[src/design/bca_pkg.sv]
`default_nettype none

package bca_pkg;

  localparam int RAW_W  = 24;
  localparam int CAL_W  = 16;
  localparam int THR_W  = 17;
  localparam int CFG_W  = 17;
  localparam int IDX_W  = 3;
  localparam int P_W    = 17;
  localparam int T_W    = 15;
  localparam int DT_W   = 26;
  localparam int MB_W   = 18;
  localparam int PROD_W = DT_W + MB_W;
  localparam int OFF_W  = 35;
  localparam int SENS_W = 35;
  localparam int ACC_W  = 60;
  localparam int STEP_W = 4;

  localparam logic [THR_W-1:0] THR_RESET = 17'd200;

  localparam int TEMP_BASE = 2000;
  localparam int T_MIN     = -16384;
  localparam int T_MAX     = 16383;
  localparam int P_MAX     = 131071;

  // Scale factors of the compensation, as shift counts.
  localparam int SH_REF      = 8;
  localparam int SH_TEMP     = 23;
  localparam int SH_OFF      = 7;
  localparam int SH_SENS     = 8;
  localparam int SH_OFF_CAL  = 16;
  localparam int SH_SENS_CAL = 15;
  localparam int SH_SENS_HI  = 17;
  localparam int SH_PROD     = 21;
  localparam int SH_PRES     = 15;

  typedef enum logic [3:0] {
    OP_NOP,
    OP_DT,
    OP_TEMP,
    OP_OFF,
    OP_SENS,
    OP_ACC_LOAD,
    OP_ACC_ADD_HI,
    OP_ACC_SCALE,
    OP_ACC_SUB_OFF,
    OP_PRES,
    OP_DIFF,
    OP_ZERO
  } op_t;

  typedef enum logic [2:0] {
    MUL_NONE,
    MUL_DT_C6,
    MUL_DT_C4,
    MUL_DT_C3,
    MUL_D1_SLO,
    MUL_D1_SHI
  } mul_t;

  typedef enum logic {
    JMP_NONE,
    JMP_NO_REQ
  } jmp_t;

  typedef enum logic {
    SEQ_IDLE,
    SEQ_RUN
  } seq_state_t;

  typedef enum logic [IDX_W-1:0] {
    REG_SENS,
    REG_OFFSET,
    REG_SENS_TC,
    REG_OFFSET_TC,
    REG_REF_TEMP,
    REG_TEMP_COEFF,
    REG_THRESHOLD
  } reg_idx_t;

  typedef struct packed {
    op_t               op;
    mul_t              mul;
    jmp_t              jmp;
    logic [STEP_W-1:0] target;
    logic              last;
  } ucode_t;

  typedef struct packed {
    op_t  op;
    mul_t mul;
  } dp_ctrl_t;

  typedef struct packed {
    logic [CAL_W-1:0] sens;
    logic [CAL_W-1:0] offset;
    logic [CAL_W-1:0] sens_tc;
    logic [CAL_W-1:0] offset_tc;
    logic [CAL_W-1:0] ref_temp;
    logic [CAL_W-1:0] temp_coeff;
    logic [THR_W-1:0] thr;
  } cal_t;

  // Arithmetic shift right that rounds toward zero, like signed C division by 2^k.
  function automatic logic signed [ACC_W-1:0] trunc_shr(input logic signed [ACC_W-1:0] x,
                                                        input int unsigned k);
    logic signed [ACC_W-1:0] bias;
    logic signed [ACC_W-1:0] sum;
    bias = '0;
    if (x[ACC_W-1]) begin
      bias = (ACC_W'(1) << k) - ACC_W'(1);
    end
    sum = x + bias;
    return sum >>> k;
  endfunction

endpackage

`default_nettype wire

[src/design/baro_compensate_autozero_unit.sv]
`default_nettype none

// First-order barometric compensation with an auto-zero baseline. Each request
// carries one raw pressure and one raw temperature conversion; the block returns
// pressure in pascals, temperature in hundredths of a degree, the absolute
// difference from the stored baseline and a flag telling whether this sample
// became the new baseline. One request is processed at a time, and the next
// request is accepted only after the result of the last one has been handed to
// the output register. The microprogram runs all products through one shared
// 26x18 multiplier. The finished result sits in an output register, so the next
// request can be accepted while it waits. Calibration words are to be written
// through the cfg_ port only while the block is idle; the user is bound to this,
// the block itself does not enforce it. cfg_ready is always high.
module baro_compensate_autozero_unit (
  input  wire logic                                clk,
  input  wire logic                                rst_n,
  input  wire logic                                in_valid,
  output logic                                     in_stall,
  input  wire logic [bca_pkg::RAW_W-1:0]           in_raw_pressure,
  input  wire logic [bca_pkg::RAW_W-1:0]           in_raw_temperature,
  input  wire logic                                in_zero_request,
  input  wire logic                                in_zero_force,
  output logic                                     out_valid,
  input  wire logic                                out_stall,
  output logic [bca_pkg::P_W-1:0]                  out_pressure_pa,
  output logic signed [bca_pkg::T_W-1:0]           out_temperature_centi,
  output logic [bca_pkg::P_W-1:0]                  out_pressure_delta,
  output logic                                     out_baseline_renewed,
  input  wire logic                                cfg_valid,
  output logic                                     cfg_ready,
  input  wire logic [bca_pkg::IDX_W-1:0]           cfg_index,
  input  wire logic [bca_pkg::CFG_W-1:0]           cfg_data
);

  bca_pkg::cal_t                       cal_r;
  bca_pkg::dp_ctrl_t                   ctrl;
  logic                                busy;
  logic                                done;
  logic                                in_accept;
  logic                                out_free;
  logic                                req;
  logic                                out_valid_r;
  logic [bca_pkg::P_W-1:0]             dp_pressure;
  logic signed [bca_pkg::T_W-1:0]      dp_temp;
  logic [bca_pkg::P_W-1:0]             dp_delta;
  logic                                dp_renewed;
  logic [bca_pkg::P_W-1:0]             out_pressure_r;
  logic signed [bca_pkg::T_W-1:0]      out_temp_r;
  logic [bca_pkg::P_W-1:0]             out_delta_r;
  logic                                out_renewed_r;

  assign cfg_ready = 1'b1;
  assign in_stall  = busy;
  assign in_accept = in_valid && !busy;
  assign out_free  = !out_valid_r || !out_stall;

  always_ff @(posedge clk) begin
    if (!rst_n) begin
      cal_r <= '{16'd0, 16'd0, 16'd0, 16'd0, 16'd0, 16'd0, bca_pkg::THR_RESET};
    end else if (cfg_valid) begin
      case (bca_pkg::reg_idx_t'(cfg_index))
        bca_pkg::REG_SENS:       cal_r.sens       <= cfg_data[bca_pkg::CAL_W-1:0];
        bca_pkg::REG_OFFSET:     cal_r.offset     <= cfg_data[bca_pkg::CAL_W-1:0];
        bca_pkg::REG_SENS_TC:    cal_r.sens_tc    <= cfg_data[bca_pkg::CAL_W-1:0];
        bca_pkg::REG_OFFSET_TC:  cal_r.offset_tc  <= cfg_data[bca_pkg::CAL_W-1:0];
        bca_pkg::REG_REF_TEMP:   cal_r.ref_temp   <= cfg_data[bca_pkg::CAL_W-1:0];
        bca_pkg::REG_TEMP_COEFF: cal_r.temp_coeff <= cfg_data[bca_pkg::CAL_W-1:0];
        bca_pkg::REG_THRESHOLD:  cal_r.thr        <= cfg_data[bca_pkg::THR_W-1:0];
        default: begin
        end
      endcase
    end
  end

  bca_sequencer u_seq (
    .clk      (clk),
    .rst_n    (rst_n),
    .start    (in_accept),
    .req      (req),
    .out_free (out_free),
    .ctrl     (ctrl),
    .busy     (busy),
    .done     (done)
  );

  bca_datapath u_dp (
    .clk               (clk),
    .rst_n             (rst_n),
    .load              (in_accept),
    .raw_pressure      (in_raw_pressure),
    .raw_temperature   (in_raw_temperature),
    .zero_request      (in_zero_request),
    .zero_force        (in_zero_force),
    .cal               (cal_r),
    .ctrl              (ctrl),
    .req               (req),
    .pressure_pa       (dp_pressure),
    .temperature_centi (dp_temp),
    .pressure_delta    (dp_delta),
    .baseline_renewed  (dp_renewed)
  );

  always_ff @(posedge clk) begin
    if (!rst_n) begin
      out_valid_r <= 1'b0;
    end else if (done) begin
      out_valid_r <= 1'b1;
    end else if (!out_stall) begin
      out_valid_r <= 1'b0;
    end
  end

  always_ff @(posedge clk) begin
    if (done) begin
      out_pressure_r <= dp_pressure;
      out_temp_r     <= dp_temp;
      out_delta_r    <= dp_delta;
      out_renewed_r  <= dp_renewed;
    end
  end

  assign out_valid             = out_valid_r;
  assign out_pressure_pa       = out_pressure_r;
  assign out_temperature_centi = out_temp_r;
  assign out_pressure_delta    = out_delta_r;
  assign out_baseline_renewed  = out_renewed_r;

  // An accepted request keeps the input side closed while the program runs.
  assert property (@(posedge clk) disable iff (!rst_n) in_accept |=> in_stall)
    else $error("input not stalled after accepting a request");

  // A finished result is never dropped: completion always presents it.
  assert property (@(posedge clk) disable iff (!rst_n) done |=> out_valid)
    else $error("completed result not presented");

  // Completion only happens when the output register is free.
  assert property (@(posedge clk) disable iff (!rst_n) done |-> (!out_valid_r || !out_stall))
    else $error("result overwritten while output stalled");

  // A renewed baseline always reports a zero difference.
  assert property (@(posedge clk) disable iff (!rst_n)
                   (out_valid && out_baseline_renewed) |-> (out_pressure_delta == '0))
    else $error("renewed baseline with nonzero delta");

endmodule

`default_nettype wire

[src/design/bca_ucode_rom.sv]
`default_nettype none

module bca_ucode_rom (
  input  wire logic [bca_pkg::STEP_W-1:0] step,
  output bca_pkg::ucode_t                 word
);

  localparam logic [bca_pkg::STEP_W-1:0] STEP_FINISH = 4'd13;

  // The multiplier result is registered, so each step that uses a product takes
  // the one that the step before it started.
  always_comb begin
    case (step)
      4'd0:  word = '{bca_pkg::OP_DT,          bca_pkg::MUL_NONE,   bca_pkg::JMP_NONE,
                      STEP_FINISH, 1'b0};
      4'd1:  word = '{bca_pkg::OP_NOP,         bca_pkg::MUL_DT_C6,  bca_pkg::JMP_NONE,
                      STEP_FINISH, 1'b0};
      4'd2:  word = '{bca_pkg::OP_TEMP,        bca_pkg::MUL_DT_C4,  bca_pkg::JMP_NONE,
                      STEP_FINISH, 1'b0};
      4'd3:  word = '{bca_pkg::OP_OFF,         bca_pkg::MUL_DT_C3,  bca_pkg::JMP_NONE,
                      STEP_FINISH, 1'b0};
      4'd4:  word = '{bca_pkg::OP_SENS,        bca_pkg::MUL_NONE,   bca_pkg::JMP_NONE,
                      STEP_FINISH, 1'b0};
      4'd5:  word = '{bca_pkg::OP_NOP,         bca_pkg::MUL_D1_SLO, bca_pkg::JMP_NONE,
                      STEP_FINISH, 1'b0};
      4'd6:  word = '{bca_pkg::OP_ACC_LOAD,    bca_pkg::MUL_D1_SHI, bca_pkg::JMP_NONE,
                      STEP_FINISH, 1'b0};
      4'd7:  word = '{bca_pkg::OP_ACC_ADD_HI,  bca_pkg::MUL_NONE,   bca_pkg::JMP_NONE,
                      STEP_FINISH, 1'b0};
      4'd8:  word = '{bca_pkg::OP_ACC_SCALE,   bca_pkg::MUL_NONE,   bca_pkg::JMP_NONE,
                      STEP_FINISH, 1'b0};
      4'd9:  word = '{bca_pkg::OP_ACC_SUB_OFF, bca_pkg::MUL_NONE,   bca_pkg::JMP_NONE,
                      STEP_FINISH, 1'b0};
      4'd10: word = '{bca_pkg::OP_PRES,        bca_pkg::MUL_NONE,   bca_pkg::JMP_NONE,
                      STEP_FINISH, 1'b0};
      4'd11: word = '{bca_pkg::OP_DIFF,        bca_pkg::MUL_NONE,   bca_pkg::JMP_NO_REQ,
                      STEP_FINISH, 1'b0};
      4'd12: word = '{bca_pkg::OP_ZERO,        bca_pkg::MUL_NONE,   bca_pkg::JMP_NONE,
                      STEP_FINISH, 1'b0};
      default: word = '{bca_pkg::OP_NOP,       bca_pkg::MUL_NONE,   bca_pkg::JMP_NONE,
                        STEP_FINISH, 1'b1};
    endcase
  end

endmodule

`default_nettype wire

[src/design/bca_datapath.sv]
`default_nettype none

module bca_datapath (
  input  wire logic                          clk,
  input  wire logic                          rst_n,
  input  wire logic                          load,
  input  wire logic [bca_pkg::RAW_W-1:0]     raw_pressure,
  input  wire logic [bca_pkg::RAW_W-1:0]     raw_temperature,
  input  wire logic                          zero_request,
  input  wire logic                          zero_force,
  input  wire bca_pkg::cal_t                 cal,
  input  wire bca_pkg::dp_ctrl_t             ctrl,
  output logic                               req,
  output logic [bca_pkg::P_W-1:0]            pressure_pa,
  output logic signed [bca_pkg::T_W-1:0]     temperature_centi,
  output logic [bca_pkg::P_W-1:0]            pressure_delta,
  output logic                               baseline_renewed
);

  localparam int ACC_W  = bca_pkg::ACC_W;
  localparam int PROD_W = bca_pkg::PROD_W;
  localparam int OFF_W  = bca_pkg::OFF_W;

  logic [bca_pkg::RAW_W-1:0]          d1_r;
  logic [bca_pkg::RAW_W-1:0]          d2_r;
  logic                               req_r;
  logic                               force_r;
  logic signed [bca_pkg::DT_W-1:0]    dt_r;
  logic signed [PROD_W-1:0]           prod_r;
  logic signed [bca_pkg::T_W-1:0]     temp_r;
  logic signed [OFF_W-1:0]            off_r;
  logic signed [bca_pkg::SENS_W-1:0]  sens_r;
  logic signed [ACC_W-1:0]            acc_r;
  logic [bca_pkg::P_W-1:0]            p_r;
  logic [bca_pkg::P_W-1:0]            delta_r;
  logic                               renewed_r;
  logic [bca_pkg::P_W-1:0]            base_r;

  logic signed [bca_pkg::DT_W-1:0]    mul_a;
  logic signed [bca_pkg::MB_W-1:0]    mul_b;
  logic signed [ACC_W-1:0]            prod_x;
  logic signed [ACC_W-1:0]            off_x;
  logic signed [ACC_W-1:0]            shr_in;
  int unsigned                        shr_k;
  logic signed [ACC_W-1:0]            shr_out;
  logic signed [ACC_W-1:0]            temp_sum;
  logic signed [ACC_W-1:0]            off_sum;
  logic signed [ACC_W-1:0]            sens_sum;
  logic [ACC_W-1:0]                   cal_off_x;
  logic [ACC_W-1:0]                   cal_sens_x;
  logic [bca_pkg::P_W-1:0]            diff;

  function automatic logic THR_CMP(input logic [bca_pkg::P_W-1:0] d,
                                   input logic [bca_pkg::THR_W-1:0] t);
    return d < t;
  endfunction

  assign prod_x     = {{(ACC_W-PROD_W){prod_r[PROD_W-1]}}, prod_r};
  assign off_x      = {{(ACC_W-OFF_W){off_r[OFF_W-1]}}, off_r};
  assign cal_off_x  = ACC_W'({cal.offset, {bca_pkg::SH_OFF_CAL{1'b0}}});
  assign cal_sens_x = ACC_W'({cal.sens, {bca_pkg::SH_SENS_CAL{1'b0}}});

  // Shared multiplier operand selection.
  always_comb begin
    mul_a = '0;
    mul_b = '0;
    case (ctrl.mul)
      bca_pkg::MUL_DT_C6: begin
        mul_a = dt_r;
        mul_b = $signed({2'b00, cal.temp_coeff});
      end
      bca_pkg::MUL_DT_C4: begin
        mul_a = dt_r;
        mul_b = $signed({2'b00, cal.offset_tc});
      end
      bca_pkg::MUL_DT_C3: begin
        mul_a = dt_r;
        mul_b = $signed({2'b00, cal.sens_tc});
      end
      bca_pkg::MUL_D1_SLO: begin
        mul_a = $signed({2'b00, d1_r});
        mul_b = $signed({1'b0, sens_r[bca_pkg::SH_SENS_HI-1:0]});
      end
      bca_pkg::MUL_D1_SHI: begin
        mul_a = $signed({2'b00, d1_r});
        mul_b = sens_r[bca_pkg::SENS_W-1:bca_pkg::SH_SENS_HI];
      end
      default: begin
        mul_a = '0;
        mul_b = '0;
      end
    endcase
  end

  // Shared round-toward-zero scaler.
  always_comb begin
    shr_in = prod_x;
    shr_k  = 0;
    case (ctrl.op)
      bca_pkg::OP_TEMP:      shr_k = bca_pkg::SH_TEMP;
      bca_pkg::OP_OFF:       shr_k = bca_pkg::SH_OFF;
      bca_pkg::OP_SENS:      shr_k = bca_pkg::SH_SENS;
      bca_pkg::OP_ACC_SCALE: begin
        shr_in = acc_r;
        shr_k  = bca_pkg::SH_PROD;
      end
      bca_pkg::OP_PRES: begin
        shr_in = acc_r;
        shr_k  = bca_pkg::SH_PRES;
      end
      default: begin
        shr_in = prod_x;
        shr_k  = 0;
      end
    endcase
  end

  assign shr_out  = bca_pkg::trunc_shr(shr_in, shr_k);
  assign temp_sum = ACC_W'(bca_pkg::TEMP_BASE) + shr_out;
  assign off_sum  = $signed(cal_off_x) + shr_out;
  assign sens_sum = $signed(cal_sens_x) + shr_out;
  assign diff     = (p_r > base_r) ? (p_r - base_r) : (base_r - p_r);

  always_ff @(posedge clk) begin
    if (load) begin
      d1_r    <= raw_pressure;
      d2_r    <= raw_temperature;
      req_r   <= zero_request;
      force_r <= zero_force;
    end
    if (ctrl.mul != bca_pkg::MUL_NONE) begin
      prod_r <= mul_a * mul_b;
    end
    case (ctrl.op)
      bca_pkg::OP_DT: begin
        dt_r <= $signed({2'b00, d2_r}) - $signed({2'b00, cal.ref_temp, {bca_pkg::SH_REF{1'b0}}});
      end
      bca_pkg::OP_TEMP: begin
        if (temp_sum < bca_pkg::T_MIN) begin
          temp_r <= bca_pkg::T_W'(bca_pkg::T_MIN);
        end else if (temp_sum > bca_pkg::T_MAX) begin
          temp_r <= bca_pkg::T_W'(bca_pkg::T_MAX);
        end else begin
          temp_r <= temp_sum[bca_pkg::T_W-1:0];
        end
      end
      bca_pkg::OP_OFF:         off_r  <= off_sum[OFF_W-1:0];
      bca_pkg::OP_SENS:        sens_r <= sens_sum[bca_pkg::SENS_W-1:0];
      bca_pkg::OP_ACC_LOAD:    acc_r  <= prod_x;
      bca_pkg::OP_ACC_ADD_HI:  acc_r  <= acc_r + (prod_x <<< bca_pkg::SH_SENS_HI);
      bca_pkg::OP_ACC_SCALE:   acc_r  <= shr_out;
      bca_pkg::OP_ACC_SUB_OFF: acc_r  <= acc_r - off_x;
      bca_pkg::OP_PRES: begin
        if (shr_out < 0) begin
          p_r <= '0;
        end else if (shr_out > bca_pkg::P_MAX) begin
          p_r <= bca_pkg::P_W'(bca_pkg::P_MAX);
        end else begin
          p_r <= shr_out[bca_pkg::P_W-1:0];
        end
      end
      bca_pkg::OP_DIFF: begin
        delta_r   <= diff;
        renewed_r <= 1'b0;
      end
      bca_pkg::OP_ZERO: begin
        if ((THR_CMP(delta_r, cal.thr)) || force_r) begin
          delta_r   <= '0;
          renewed_r <= 1'b1;
        end
      end
      default: begin
      end
    endcase
  end

  // The baseline is architectural state and is cleared by reset.
  always_ff @(posedge clk) begin
    if (!rst_n) begin
      base_r <= '0;
    end else if (ctrl.op == bca_pkg::OP_ZERO && (THR_CMP(delta_r, cal.thr) || force_r)) begin
      base_r <= p_r;
    end
  end

  assign req               = req_r;
  assign pressure_pa       = p_r;
  assign temperature_centi = temp_r;
  assign pressure_delta    = delta_r;
  assign baseline_renewed  = renewed_r;

endmodule

`default_nettype wire

[src/design/bca_sequencer.sv]
`default_nettype none

module bca_sequencer (
  input  wire logic              clk,
  input  wire logic              rst_n,
  input  wire logic              start,
  input  wire logic              req,
  input  wire logic              out_free,
  output bca_pkg::dp_ctrl_t      ctrl,
  output logic                   busy,
  output logic                   done
);

  bca_pkg::seq_state_t             state_r;
  bca_pkg::seq_state_t             state_nxt;
  logic [bca_pkg::STEP_W-1:0]      step_r;
  logic [bca_pkg::STEP_W-1:0]      step_nxt;
  bca_pkg::ucode_t                 cw;

  bca_ucode_rom u_rom (
    .step (step_r),
    .word (cw)
  );

  always_ff @(posedge clk) begin
    if (!rst_n) begin
      state_r <= bca_pkg::SEQ_IDLE;
      step_r  <= '0;
    end else begin
      state_r <= state_nxt;
      step_r  <= step_nxt;
    end
  end

  always_comb begin
    state_nxt = state_r;
    step_nxt  = step_r;
    ctrl      = '{bca_pkg::OP_NOP, bca_pkg::MUL_NONE};
    done      = 1'b0;
    case (state_r)
      bca_pkg::SEQ_IDLE: begin
        if (start) begin
          state_nxt = bca_pkg::SEQ_RUN;
          step_nxt  = '0;
        end
      end
      bca_pkg::SEQ_RUN: begin
        if (cw.last) begin
          // Hold on the final step until the output register can take the result.
          if (out_free) begin
            done      = 1'b1;
            state_nxt = bca_pkg::SEQ_IDLE;
          end
        end else begin
          ctrl = '{cw.op, cw.mul};
          if (cw.jmp == bca_pkg::JMP_NO_REQ && !req) begin
            step_nxt = cw.target;
          end else begin
            step_nxt = step_r + 1'b1;
          end
        end
      end
      default: begin
        state_nxt = bca_pkg::SEQ_IDLE;
      end
    endcase
  end

  assign busy = (state_r == bca_pkg::SEQ_RUN);

endmodule

`default_nettype wire

[config.mk]
export PLATFORM = sky130hd
export DESIGN_NAME = baro_compensate_autozero_unit
export DESIGN_NICKNAME = d
export VERILOG_FILES = /design/src/design/bca_pkg.sv /design/src/design/baro_compensate_autozero_unit.sv /design/src/design/bca_ucode_rom.sv /design/src/design/bca_datapath.sv /design/src/design/bca_sequencer.sv
export SDC_FILE = /design/constraint.sdc
export NUM_CORES = 2
export LEC_CHECK = 0
export BUFFER_PORTS_ARGS = -buffer_cell sky130_fd_sc_hd__buf_4
export CORE_ASPECT_RATIO = 1.2
export CORE_UTILIZATION = 59
export CTS_CLUSTER_SIZE = 30
export DETAILED_ROUTE_END_ITERATION = 12
export PLACE_DENSITY = 0.79
export REMOVE_ABC_BUFFERS = 1
export SETUP_SLACK_MARGIN = 0.3
export SLEW_MARGIN = 20
export SYNTH_ARGS = -nofsm -noshare
export SYNTH_HDL_FRONTEND = slang
export SYNTH_SLANG_ARGS = --single-unit
[constraint.sdc]
create_clock -name clk -period 11.1 [get_ports clk]
set_clock_uncertainty 0.05 [all_clocks]
set_input_delay 1.11 -clock clk [delete_from_list [all_inputs] [get_ports clk]]
set_output_delay 1.11 -clock clk [all_outputs]
set_load 0.02 [all_outputs]
==> out/results.txt <==
status = complete, no violations
Final TNS setup = 0 ps
leading register cell type out of synthesis = sky130_fd_sc_hd__edfxtp_1
family with the most delay on the worst path = compound AO/OA/AOI/OAI gates
Max Fclk = 96.9 MHz
final cycle utilization of the critical path = 93.0%
growth of design area from synthesis to finish = 8.11%
unrepaired setup endpoints after global routing = false
total CTS buffers = 52
number of warnings printed during yosys synthesis = 0
shortest period the worst path allows = 10320 ps
post-cts gate resize count = 0
detailed-placement wirelength estimate = 134000 µm
clk root buf = sky130_fd_sc_hd__clkbuf_16
initial antenna violation count = 2
synthesized instance count = 5832
worst-case clock buffer depth = 3
TritonCTS clock tree = yes
Worst slew margin = 14.1%
synthesized flop and latch total = 494
maximum level of the CTS H-tree = 2
number of optimization iterations in the first detailed-route pass = 8
minimum setup slack after placement = 948 ps
number of hold violations in the final report = 0
vias after detailed routing = 45700
area after detailed placement = 0.0547 mm²
post-synthesis cell type count = 117
Pins Over Slew Limit = 0
type of the worst setup path = flip-flop to flip-flop
Setup crit start kind = flip-flop
Cells on Worst Hold Path = 0
number of buffer and inverter stages on the critical path = 3
logic depth of the worst register-to-register path = 32
post-synthesis sequential area ratio = 25.6%
Async SR Flop Fraction = 0%
count of flip-flops with a built-in enable after synthesis = 349
total power of the final layout = 4.54 mW
cell row count = 119
largest stage delay on the critical path = 970 ps
final-stage net count = 6785
slowest stage cell, crit path = sky130_fd_sc_hd__and4b_1
DRT Wirelength = 173000 µm
Sinks on Clock Net = 494
fin area = 0.0565 mm²
worst endpoint data arrival time = 10640 ps
total I/O pin count = 128
detail-routed via count per cell = 6.46
Req. time, crit path = 11420 ps
hold crit path type = flip-flop to flip-flop
sort of element at the end of the critical path = flip-flop
CTS Hold Buffers Added = 0
starting density of the core = 59.6%
core utilization of the finished layout = 64.4%
floorplan die area = 0.0898 mm²
actual transition at the worst max-transition pin = 1250 ps
Chip Height = 328 µm
fin worst setup slack = 781 ps
final-layout worst hold slack = 370 ps
final weighted congestion of routability-driven global placement = 1.14
final-report setup violation count = 0
area inside the core boundary = 0.0877 mm²
most prevalent standard cell on the critical path = sky130_fd_sc_hd__ha_1
overall overflow remaining after global route = 0
total placed cells including tap cells = 6978
hold path startpoint = u_dp.d2_r[0]
Routed Antenna Nets = 0
Port Buffer Count = 126
r2r setup slk = 780 ps
clock-pin transition on the worst setup and hold timing paths = 60 ps
critical-path maximum fanout = 23
clock latency of the later-clocked register in the worst-skew pair = 630 ps
wire length of the first global-routing pass = 261000 µm
end of the worst hold path = u_dp.dt_r[0]
total power per unit cell area = 80.3 mW/mm²
Wirelength per Cell = 24.4 µm
vias in the first global route = 44600
Reg-to-Reg Start = u_seq.busy
fraction of layout instances using a drive strength above 1 = 8.25%
Iter 0 DRT Violations = 5553
Post-CTS Repair Setup Buffers = 0
global-route usage over all layers = 38.2%
leak pwr = 24.7 nW
terminus of the critical flop-to-flop path = u_dp.prod_r[42]
Max-Cap Viols = 0
non-filler instance count after layout = 7076
Syn Std Cell Area = 0.0523 mm²
number of design rule violations left after detail routing = 0
Chip Width = 274 µm
largest net degree at the start of global routing = 83
mean instance size in the synthesized netlist = 8.96 µm²
Worst VDD drop = 0.135 mV
==> Yosys cell counts, drive strengths merged, types with 42 or more instances <==
library cell,count,area [µm²]
ha,373,4670
a221oi,52,517
inv,677,2540
xor2,83,727
nand4,61,403
a21boi,122,916
and2,52,325
fa,454,9090
xnor2,175,1540
nand2b,77,482
o21ai,202,1010
dfxtp,145,2900
nor3,110,572
clkbuf,240,901
edfxtp,349,10500
nor2b,47,294
nor2,425,1600
a22oi,71,538
o21a,55,413
a21o,167,1260
o21bai,44,330
a21oi,321,1670
a211oi,48,385
mux2i,48,484
nand3,96,500
o211ai,42,330
nand2,777,2920
mux2,51,574
==> how the worst max path moves through the flow <==
stage,startpoint,endpoint,slack (ps),cells after the start
2_1_floorplan,u_seq.busy,u_dp.temperature_centi[0],-970,27
3_3_place_gp,u_seq.busy,u_dp.prod_r[42],820,30
3_5_place_dp,u_seq.busy,u_dp.prod_r[42],950,31
4_1_cts,u_seq.busy,u_dp.prod_r[42],890,32
5_1_grt,u_seq.busy,u_dp.prod_r[43],340,34
6_report,u_seq.busy,u_dp.prod_r[42],780,32
==> state kept, by name, summed over array words and instances, names as in the netlist, 17 cells and up <==
register	cells
u_dp.pressure_delta	17
u_dp.sens_r	35
u_dp.prod_r	44
u_dp.d2_r	24
u_dp.dt_r	25
u_dp.acc_r	60
u_dp.base_r	17
out_pressure_delta	17
out_pressure_pa	17
u_dp.d1_r	24
cal_r	113
u_dp.off_r	35
u_dp.pressure_pa	17
==> cell families (layout without fill, tap and decap cells) <==
kind of cell             count (synthesis)  after routing  share of synthesized area, %
AND/OR/NAND/NOR                       1816           1816                          16.0
AO/OA/AOI/OAI                         1392           1392                          18.8
buffers and inverters                  944           1014                          6.90
adder cells (fa/ha/maj)                827            827                          26.3
flip-flops                             494            494                          25.6
XOR/XNOR                               258            258                          4.34
multiplexers                            99             99                          2.03
other                                    2             27                        0.0144
==> worst reg2reg max path: cells and delay by family, from the launching register on <==
| family | cells | cell delay (ps) |
|---|---|---|
| compound gates | 16 | 4210 |
| fa+ha+maj | 7 | 2820 |
| simple gates | 5 | 2330 |
| flops | 1 | 430 |
| buf+inv | 3 | 170 |
| xor+xnor | 1 | 80 |
==> layout by cell type (no fill, tap or decap), types with 121 or more instances in the layout <==
cell type	instances
sky130_fd_sc_hd__a21boi_0	121
sky130_fd_sc_hd__a21o_1	166
sky130_fd_sc_hd__a21oi_1	305
sky130_fd_sc_hd__buf_4	240
sky130_fd_sc_hd__dfxtp_1	145
sky130_fd_sc_hd__edfxtp_1	349
sky130_fd_sc_hd__fa_1	454
sky130_fd_sc_hd__ha_1	373
sky130_fd_sc_hd__inv_1	674
sky130_fd_sc_hd__nand2_1	776
sky130_fd_sc_hd__nor2_1	418
sky130_fd_sc_hd__o21ai_0	189
sky130_fd_sc_hd__xnor2_1	174
==> layout make-up <==
cell class	instances	area, µm²
multi-input combinational	4418	35500
fill	7187	31200
sequential	494	13400
inverter	677	2540
timing repair buffer	240	1800
tap	1149	1440
clock buffer	63	1440
clock inverter	34	363
antenna	1	2.50
==> routing by layer <==
layer  GRT usage [%]  vias up  routed length, µm
met5               0        -                 11
met4            24.3        2              13600
met3            6.95      722              17500
met2            60.2     2694              77400
met1            48.5    22000              64200
li1                -    20300                  -
==> power breakdown <==
| group | switching, mW | internal (mW) | total, mW | leakage, nW |
|---|---|---|---|---|
| clock network | 0.798 | 1.05 | 1.85 | 0.886 |
| logic | 0.442 | 0.211 | 0.653 | 19.3 |
| registers | 0.0321 | 2.01 | 2.04 | 4.45 |
| total | 1.27 | 3.27 | 4.54 | 24.7 |
No activity file was read; power rests on OpenSTA's default activity.
